==> config.mk <==
export PLATFORM = sky130hd
export DESIGN_NAME = sabs_engine_flat
export DESIGN_NICKNAME = d
export VERILOG_FILES = /design/src/sabs_pkg.sv /design/src/sabs_if.sv /design/src/sabs_engine.sv /design/src/flat_wrapper.sv
export SDC_FILE = /design/constraint.sdc
export NUM_CORES = 1
export LEC_CHECK = 0
export BUFFER_PORTS_ARGS = -buffer_cell sky130_fd_sc_hd__buf_2
export CORE_MARGIN = 2
export CORE_UTILIZATION = 34
export CTS_CLUSTER_DIAMETER = 60
export DETAILED_ROUTE_END_ITERATION = 12
export PLACE_DENSITY = 0.6
export SLEW_MARGIN = 15
export SYNTH_ARGS = -nofsm -noshare
export SYNTH_HDL_FRONTEND = slang
export SYNTH_SLANG_ARGS = --single-unit
export TNS_END_PERCENT = 10
==> constraint.sdc <==
create_clock -name clk -period 19.6 [get_ports clk]
set_input_delay 3.92 -clock clk [delete_from_list [all_inputs] [get_ports clk]]
set_output_delay 3.92 -clock clk [all_outputs]
set_load 0.01 [all_outputs]
==> src/sabs_pkg.sv <==
package sabs_pkg;

  localparam int IDX_W = 10;
  localparam int VAL_W = 32;
  localparam int LEN_W = 11;

  localparam logic FUNC_WRITE  = 1'b0;
  localparam logic FUNC_SEARCH = 1'b1;

  typedef enum logic [1:0] {
    ST_IDLE,
    ST_SETUP,
    ST_PROBE
  } state_t;

endpackage

==> src/sabs_if.sv <==
interface sabs_in_if
  import sabs_pkg::*;
();
  logic                    valid;
  logic                    ready;
  logic                    func;
  logic        [IDX_W-1:0] elem_index;
  logic signed [VAL_W-1:0] elem_value;
  logic signed [VAL_W-1:0] key;

  modport source (output valid, func, elem_index, elem_value, key, input ready);
  modport sink   (input valid, func, elem_index, elem_value, key, output ready);
endinterface

interface sabs_out_if
  import sabs_pkg::*;
();
  logic             valid;
  logic             ready;
  logic             found;
  logic [IDX_W-1:0] position;

  modport source (output valid, found, position, input ready);
  modport sink   (input valid, found, position, output ready);
endinterface


==> src/sabs_engine.sv <==
module sabs_engine
  import sabs_pkg::*;
#(
  parameter int STORE_DEPTH = 1024
) (
  input  logic                                                     clk,
  input  logic                                                     rst,
  sabs_in_if.sink                                                  item,
  sabs_out_if.source                                               result,
  input  logic [$clog2(STORE_DEPTH+1)-1:0]                         used_len,
  output logic                                                     mem_we,
  output logic [((STORE_DEPTH > 1) ? $clog2(STORE_DEPTH) : 1)-1:0] mem_waddr,
  output logic [VAL_W-1:0]                                         mem_wdata,
  output logic                                                     mem_re,
  output logic [((STORE_DEPTH > 1) ? $clog2(STORE_DEPTH) : 1)-1:0] mem_raddr,
  input  logic [VAL_W-1:0]                                         mem_rdata
);

  localparam int AW = (STORE_DEPTH > 1) ? $clog2(STORE_DEPTH) : 1;
  localparam int LW = $clog2(STORE_DEPTH + 1);

  state_t                  state, state_next;
  logic [LW-1:0]           lo, lo_next;
  logic [LW-1:0]           hi, hi_next;
  logic [LW-1:0]           probe, probe_next;
  logic signed [VAL_W-1:0] key_q;
  logic                    out_valid;
  logic                    out_found;
  logic [IDX_W-1:0]        out_pos;

  logic          accept;
  logic          out_free;
  logic          hit;
  logic          less;
  logic [LW-1:0] lo_upd, hi_upd;
  logic [LW-1:0] win_lo, win_hi;
  logic [LW-1:0] mid_n;
  logic          emit;
  logic          emit_found;

  assign item.ready      = (state == ST_IDLE);
  assign accept          = item.valid && item.ready;
  assign out_free        = !out_valid || result.ready;
  assign result.valid    = out_valid;
  assign result.found    = out_found;
  assign result.position = out_pos;

  assign mem_we    = accept && (item.func == FUNC_WRITE) &&
                     (32'(item.elem_index) < 32'(STORE_DEPTH));
  assign mem_waddr = AW'(item.elem_index);
  assign mem_wdata = item.elem_value;
  assign mem_raddr = mid_n[AW-1:0];

  assign hit    = (mem_rdata == key_q);
  assign less   = key_q < $signed(mem_rdata);
  assign lo_upd = less ? lo : probe + LW'(1);
  assign hi_upd = less ? probe : hi;
  assign win_lo = (state == ST_PROBE) ? lo_upd : lo;
  assign win_hi = (state == ST_PROBE) ? hi_upd : hi;
  assign mid_n  = win_lo + ((win_hi - win_lo) >> 1);

  always_comb begin
    state_next = state;
    lo_next    = lo;
    hi_next    = hi;
    probe_next = probe;
    mem_re     = 1'b0;
    emit       = 1'b0;
    emit_found = 1'b0;
    case (state)
      ST_IDLE: begin
        if (accept && item.func == FUNC_SEARCH) begin
          lo_next    = '0;
          hi_next    = used_len;
          state_next = ST_SETUP;
        end
      end
      ST_SETUP: begin
        if (hi > lo) begin
          mem_re     = 1'b1;
          probe_next = mid_n;
          state_next = ST_PROBE;
        end else if (out_free) begin
          emit       = 1'b1;
          state_next = ST_IDLE;
        end
      end
      ST_PROBE: begin
        if (out_free) begin
          if (hit) begin
            emit       = 1'b1;
            emit_found = 1'b1;
            state_next = ST_IDLE;
          end else begin
            lo_next = lo_upd;
            hi_next = hi_upd;
            if (hi_upd > lo_upd) begin
              mem_re     = 1'b1;
              probe_next = mid_n;
            end else begin
              emit       = 1'b1;
              state_next = ST_IDLE;
            end
          end
        end
      end
      default: begin
        state_next = ST_IDLE;
      end
    endcase
  end

  always_ff @(posedge clk) begin
    if (rst) begin
      state     <= ST_IDLE;
      lo        <= '0;
      hi        <= '0;
      out_valid <= 1'b0;
    end else begin
      state <= state_next;
      lo    <= lo_next;
      hi    <= hi_next;
      if (emit) begin
        out_valid <= 1'b1;
      end else if (result.ready) begin
        out_valid <= 1'b0;
      end
    end
  end

  always_ff @(posedge clk) begin
    probe <= probe_next;
    if (accept) begin
      key_q <= item.key;
    end
    if (emit) begin
      out_found <= emit_found;
      out_pos   <= emit_found ? IDX_W'(probe) : '0;
    end
  end

endmodule

==> src/flat_wrapper.sv <==
// flat-port wrapper written by rule: the top's interface ports become plain ports
module sabs_engine_flat import sabs_pkg::*;
#(
  parameter int STORE_DEPTH = 1024
)
  (clk, rst, used_len, mem_we, mem_waddr, mem_wdata, mem_re, mem_raddr, mem_rdata, item_valid, item_func, item_elem_index, item_elem_value, item_key, item_ready, result_valid, result_found, result_position, result_ready);
  sabs_in_if item_i ();
  sabs_out_if result_i ();
  input  logic clk;
  input  logic rst;
  input  logic [$clog2(STORE_DEPTH+1)-1:0] used_len;
  output logic mem_we;
  output logic [((STORE_DEPTH > 1) ? $clog2(STORE_DEPTH) : 1)-1:0] mem_waddr;
  output logic [VAL_W-1:0] mem_wdata;
  output logic mem_re;
  output logic [((STORE_DEPTH > 1) ? $clog2(STORE_DEPTH) : 1)-1:0] mem_raddr;
  input  logic [VAL_W-1:0] mem_rdata;
  input wire logic [$bits(item_i.valid)-1:0] item_valid;
  input wire logic [$bits(item_i.func)-1:0] item_func;
  input wire logic [$bits(item_i.elem_index)-1:0] item_elem_index;
  input wire logic [$bits(item_i.elem_value)-1:0] item_elem_value;
  input wire logic [$bits(item_i.key)-1:0] item_key;
  output wire logic [$bits(item_i.ready)-1:0] item_ready;
  output wire logic [$bits(result_i.valid)-1:0] result_valid;
  output wire logic [$bits(result_i.found)-1:0] result_found;
  output wire logic [$bits(result_i.position)-1:0] result_position;
  input wire logic [$bits(result_i.ready)-1:0] result_ready;
  assign item_i.valid = item_valid;
  assign item_i.func = item_func;
  assign item_i.elem_index = item_elem_index;
  assign item_i.elem_value = item_elem_value;
  assign item_i.key = item_key;
  assign item_ready = item_i.ready;
  assign result_valid = result_i.valid;
  assign result_found = result_i.found;
  assign result_position = result_i.position;
  assign result_i.ready = result_ready;
  sabs_engine #(.STORE_DEPTH(STORE_DEPTH)) u_core (.clk(clk), .rst(rst), .item(item_i), .result(result_i), .used_len(used_len), .mem_we(mem_we), .mem_waddr(mem_waddr), .mem_wdata(mem_wdata), .mem_re(mem_re), .mem_raddr(mem_raddr), .mem_rdata(mem_rdata));
endmodule
-- Yosys cells after proc, flatten, opt, wreduce, memory -nomap -nowiden
Cells that the tools add are included.
- input bits: 122
- output and inout port bits: 67
- register bits: 79
- logic and storage cells: 77
- equality and inequality tests: 10
- $lt $le $gt $ge: 3
- muxes and demuxes: 40
- add/subtract/negate cells: 3
- reductions and logical operators: 12
- bitwise operators: 1
- operators with widths (cell ; number):
    2-to-1 mux 11 bit ; 14
    case mux 11 bit (2 select lines) ; 3
    equality test 32 bit ; 1
    less-than comparator 32 bit ; 1
    greater-than comparator 11 bit ; 2
    2-to-1 mux 1 bit ; 14
    2-to-1 mux 2 bit ; 6
    adder 11 x 1 -> 11 bit, second input constant ; 1
    adder 11 x 10 -> 11 bit ; 1
    subtractor 11 bit ; 1
    AND reduction 4 bit ; 2
    inequality test 2 bit, second input constant ; 3
    case mux 2 bit (3 select lines) ; 1
    nonzero test 2 bit ; 3
    AND reduction 5 bit ; 1
    inequality test 2 x 1 -> 1 bit, second input constant ; 2
    case mux 1 bit (2 select lines) ; 2
    logical AND 1 bit ; 3
    inequality test 3 x 1 -> 1 bit, second input constant ; 1
    inequality test 3 x 2 -> 1 bit, second input constant ; 1
    equality test 2 x 1 -> 1 bit, second input constant ; 1
    equality test 2 bit, second input constant ; 1
    zero test 2 bit ; 1
    zero test 1 bit ; 1
    2 further kinds ; 2

-- Longest topological paths before layout
- depth in word-level cells: 9
- depth in mapped cells: 31
- gate-level depth less buffers: 27

-- Worst setup path before layout
OpenSTA, ideal clock, no wires.
- path kind: input to output
- from: input port mem_rdata[19]
- to: output port mem_raddr[7] (netlist name)
- path buffers: 3
- stages on the path: 30
- arrival time: 9381 ps
- required time: 15680 ps
- path slack: 6299 ps
- cells stage by stage: inv_1 ha_1 and3_4 a221o_1 a221oi_2 a21boi_2 nor3_4 buf_2 buf_2 mux2i_1 nand2_1 o21a_1 ha_1 nand2_1 a31oi_1 nor2_1 or4b_4 and2_4 a21oi_1 o21bai_1 a31oi_1 xnor2_1 ha_1 nand2_1 nor2_1 o21ai_2 o311a_1 nor2b_1 xnor2_2 buf_4
- longest elaborated chain between the ends: 5
- elaborated cells on any way between the ends: 7
- classes of those cells: add/sub (2); order compare (1); mux (4)
- RTL lines (item ; RTL line ; RTL):
    from (decl) ; flat_wrapper.sv:17 ; input logic [VAL_W-1:0] mem_rdata;
    less-than comparator 32 bit * ; sabs_engine.sv:55 ; assign less = key_q < $signed(mem_rdata);
    2-to-1 mux 11 bit (on tied branches) ; sabs_engine.sv:57, sabs_engine.sv:56 ;
    2-to-1 mux 11 bit (on tied branches) ; sabs_engine.sv:59, sabs_engine.sv:58 ;
    subtractor 11 bit ; sabs_engine.sv:60 ; assign mid_n = win_lo + ((win_hi - win_lo) >> 1);
    adder 11 x 10 -> 11 bit * ; sabs_engine.sv:60 ;
    to (decl) ; flat_wrapper.sv:16 ; output logic [((STORE_DEPTH > 1) ? $clog2(STORE_DEPTH) : 1)-1:0] mem_raddr;
Every way passes the cells marked *; elsewhere a longest branch is shown, timed or not.

-- Worst setup path after layout
- from: input port mem_rdata[18]
- to: output port mem_raddr[7] (netlist name)
Same word-level chain as after synthesis.

==> impl_metrics.csv <==
group,metric,value,unit
detailed_routing,drc_errors,0,
die,die_h,140.3,um
min_path,min_path_type,"reg -> reg",
cells_and_area,layout.nets,941,
yosys,yosys_warnings,0,
cells_and_area,nFillCells,1806,
worst_setup_path,critPathCaptureType,"output pin",
die,num_rows,49,
clock_tree,cts_made_buffers,9,
detailed_routing,ant_nets,0,
global_routing,antenna_found_initial,0,
yosys,yosysTopAreaCell,"edfxtp_1",
yosys,ys_seq_elements,79,
sta,skew,0.01016,ns
cells_and_area,synthToLayoutAreaGrowth,10.81,%
worst_setup_path,worstPathArrival,9.71,ns
global_routing,grt_pass1_wl,23830,um
detailed_routing,top_layer_used,"met4",
die,core_area,18090,sq um
worst_setup_path,cp_top_family,"compound AO/OA/AOI/OAI gates",
worst_setup_path,crit_slowest_cell,"or4b_4",
detailed_routing,wl_per_cell,15.38,um
clock_tree,cts_buffer_depth,2,
yosys,seq_area_frac_synth,33.58,%
job,maxCapViolations,0,
clock_tree,postCtsSetupBuffers,0,
sta,final.setup.tns,0,ns
power,p_leak,3.197,nW
clock_tree,clkLatencyLatePin,0.35,ns
detailed_routing,drt_pass1_iterations,4,
clock_tree,ctsHoldBuffers,0,
worst_setup_path,slowest_delay,0.49,ns
yosys,synthTopCellsByArea,"edfxtp_1 (26%), ha_1 (15%), dfxtp_1 (7.9%), buf_4 (6.3%), a21oi_1 (4.7%)",
yosys,synth_nets,894,
sta,fin_ws,5.967,ns
cells_and_area,register_area,2122,sq um
yosys,syn_inst,695,
sta,setup_viol_count_final,0,
sta,slew_headroom,25.64,%
cells_and_area,final_core_util,38.72,%
yosys,synth_commonest_cells,"ha_1 (75), inv_1 (75), a21oi_1 (59), edfxtp_1 (54), buf_4 (53)",
sta,hold_violations,0,
detailed_routing,route.met3.wl,825,um
yosys,ys_async_sr_fraction,0,%
cells_and_area,multi_input_comb_area,3445,sq um
sta,layout_worst_path_cycle_share,69.56,%
die,die-area,19690,sq um
status,status,"finished clean",
power,power,0.9081,mW
detailed_routing,vias_per_cell,4.950,
worst_setup_path,start_kind,"input pin",
clock_tree,cts_root_buf,"clkbuf_16",
sta,maxSlewViolCount,0,
sta,fmax,0.07335,GHz
worst_setup_path,crit_required,15.68,ns
cells_and_area,diodes,0,
worst_setup_path,cp_num_buf_inv,4,
yosys,avgSynthCellArea,9.093,sq um
placed_design,hpwl,11580,um
yosys,synth_edf_count,54,
sta,rsz0062_at_grt,"false",
clock_tree,tritoncts,"built",
placed_design,place.port_buffers,104,
worst_setup_path,cp_max_fo,35,
worst_setup_path,critical_path_class,"in -> out",
detailed_routing,wl_met2,6727,um
global_routing,track_usage,15.27,%
yosys,synth_ff_type,"edfxtp_1",
power,pwr_density_cell,129.7,nW/um^2
detailed_routing,wl,15010,um
clock_tree,cts_htree_levels,3,
clock_tree,path_clk_slew,0.06,ns
power,ir_drop,0.00004676,V
clock_tree,cts_sinks,79,
detailed_routing,first_iter_violations,341,
placed_design,gp_congestion,0.8417,
placed_design,place_ws,5.938,ns
detailed_routing,vias,4831,
sta,post-route-min-period,13.63,ns
die,initial_core_util,34.94,%
global_routing,grt_pass1_vias,4662,
sta,tightest_slew,1.115,ns
cells_and_area,drive_gt1_share,20.62,%
yosys,netlist.area_leader.share,25.66,%
die,io_pins,189,
yosys,synth_cell_types,66,
die,die_width,140.3,um
global_routing,gr-total-overflow,0,
clock_tree,ctsResizeCount,0,
yosys,synth.cell_area,6320,sq um
global_routing,grt_max_degree,46,
detailed_routing,m1WireLength,7150,um
flip-flops by register name, indices dropped and copies added (netlist names):
| register | cells |
|---|---|
| u_core.hi | 11 |
| u_core.result.found | 1 |
| u_core.result.position | 10 |
| u_core.result.valid | 1 |
| u_core.probe | 11 |
| u_core.key_q | 32 |
| u_core.lo | 11 |
| u_core.state | 2 |
layer usage:
layer | vias up | GRT usage (%)
met2 | 95 | 24.28
met3 | 19 | 3.692
met4 | 0 | 5.316
li1 | 2484 | -
met5 | - | 0
met1 | 2233 | 20.33
cell usage in the layout (no fill, tap or decap), types with 4 or more instances in the layout:
cell,netlist,layout
or3_1,4,4
ha_1,75,75
a31oi_1,8,8
mux2_2,7,7
a22oi_1,5,5
nand2b_1,8,8
xor2_1,13,13
a21o_1,12,12
o211ai_1,10,10
inv_1,75,75
o21a_1,10,10
xnor2_1,20,20
nand2_1,49,49
o21ai_0,18,18
and2_1,9,9
nor3_1,6,6
buf_2,3,104
a21oi_1,59,59
clkbuf_16,0,9
nor2_1,51,51
nor2b_1,9,9
mux2i_1,9,9
edfxtp_1,54,54
o21ai_1,4,4
nand4_1,8,8
or2_2,6,6
o31ai_1,5,5
dfxtp_1,25,25
nand3_1,10,10
a21boi_0,5,5
and3_1,6,6
nor4_1,5,5
logic make-up (layout without fill, tap and decap cells):
family / count (synthesis) / after routing / synth area share (%)
multiplexers: 17 / 17 / 3.029
XOR/XNOR: 34 / 34 / 4.831
AO/OA/AOI/OAI: 161 / 161 / 16.87
flip-flops: 79 / 79 / 33.58
AND/OR/NAND/NOR: 179 / 179 / 14.12
buffers and inverters: 147 / 199 / 11.94
adder cells (fa/ha/maj): 78 / 78 / 15.64
layout make-up:
cell class	count	area share, %
clock buffer	9	3.216
clock inverter	7	1.376
inverter	76	4.074
multi-input combinational	469	49.19
sequential	79	30.30
tap	229	4.091
timing repair buffer	107	7.754
tightest hold or removal path: stages (launching register included):
cell and delay [ns]:
dfxtp_1 0.33, a21oi_1 0.06, nor2_1 0.07
per-stage QoR:
| stage | instances | hold slack [ns] | instance area, sq um |
|---|---|---|---|
| 3_3_place_gp | 960 | 0.4761 | 6680 |
| 6_report | 976 | 0.4953 | 7003 |
| 5_1_grt | 976 | 0.5182 | 7003 |
| 3_5_place_dp | 960 | 0.4839 | 6680 |
| 2_1_floorplan | 695 | 0.4544 | 6320 |
| 4_1_cts | 976 | 0.4988 | 7002 |
where the power goes:
part	switching, mW	total (mW)	internal [mW]
Clock	0.0732	0.185	0.112
Combinational	0.262	0.455	0.193
Sequential	0.0353	0.268	0.233
final timing paths:
check,start,end,slack [ns],depth (start not counted)
max,mem_rdata[18],mem_raddr[7],5.97,29
min,u_core.lo[8]$_SDFFE_PP0P_,u_core.lo[8]$_SDFFE_PP0P_,0.50,2
max reg2reg,u_core.key_q[18]$_DFFE_PP_,u_core.probe[10]$_DFFE_PP_,13.09,24
min reg2reg,u_core.lo[8]$_SDFFE_PP0P_,u_core.lo[8]$_SDFFE_PP0P_,0.50,2
No activity file was read; power rests on OpenSTA's default activity.
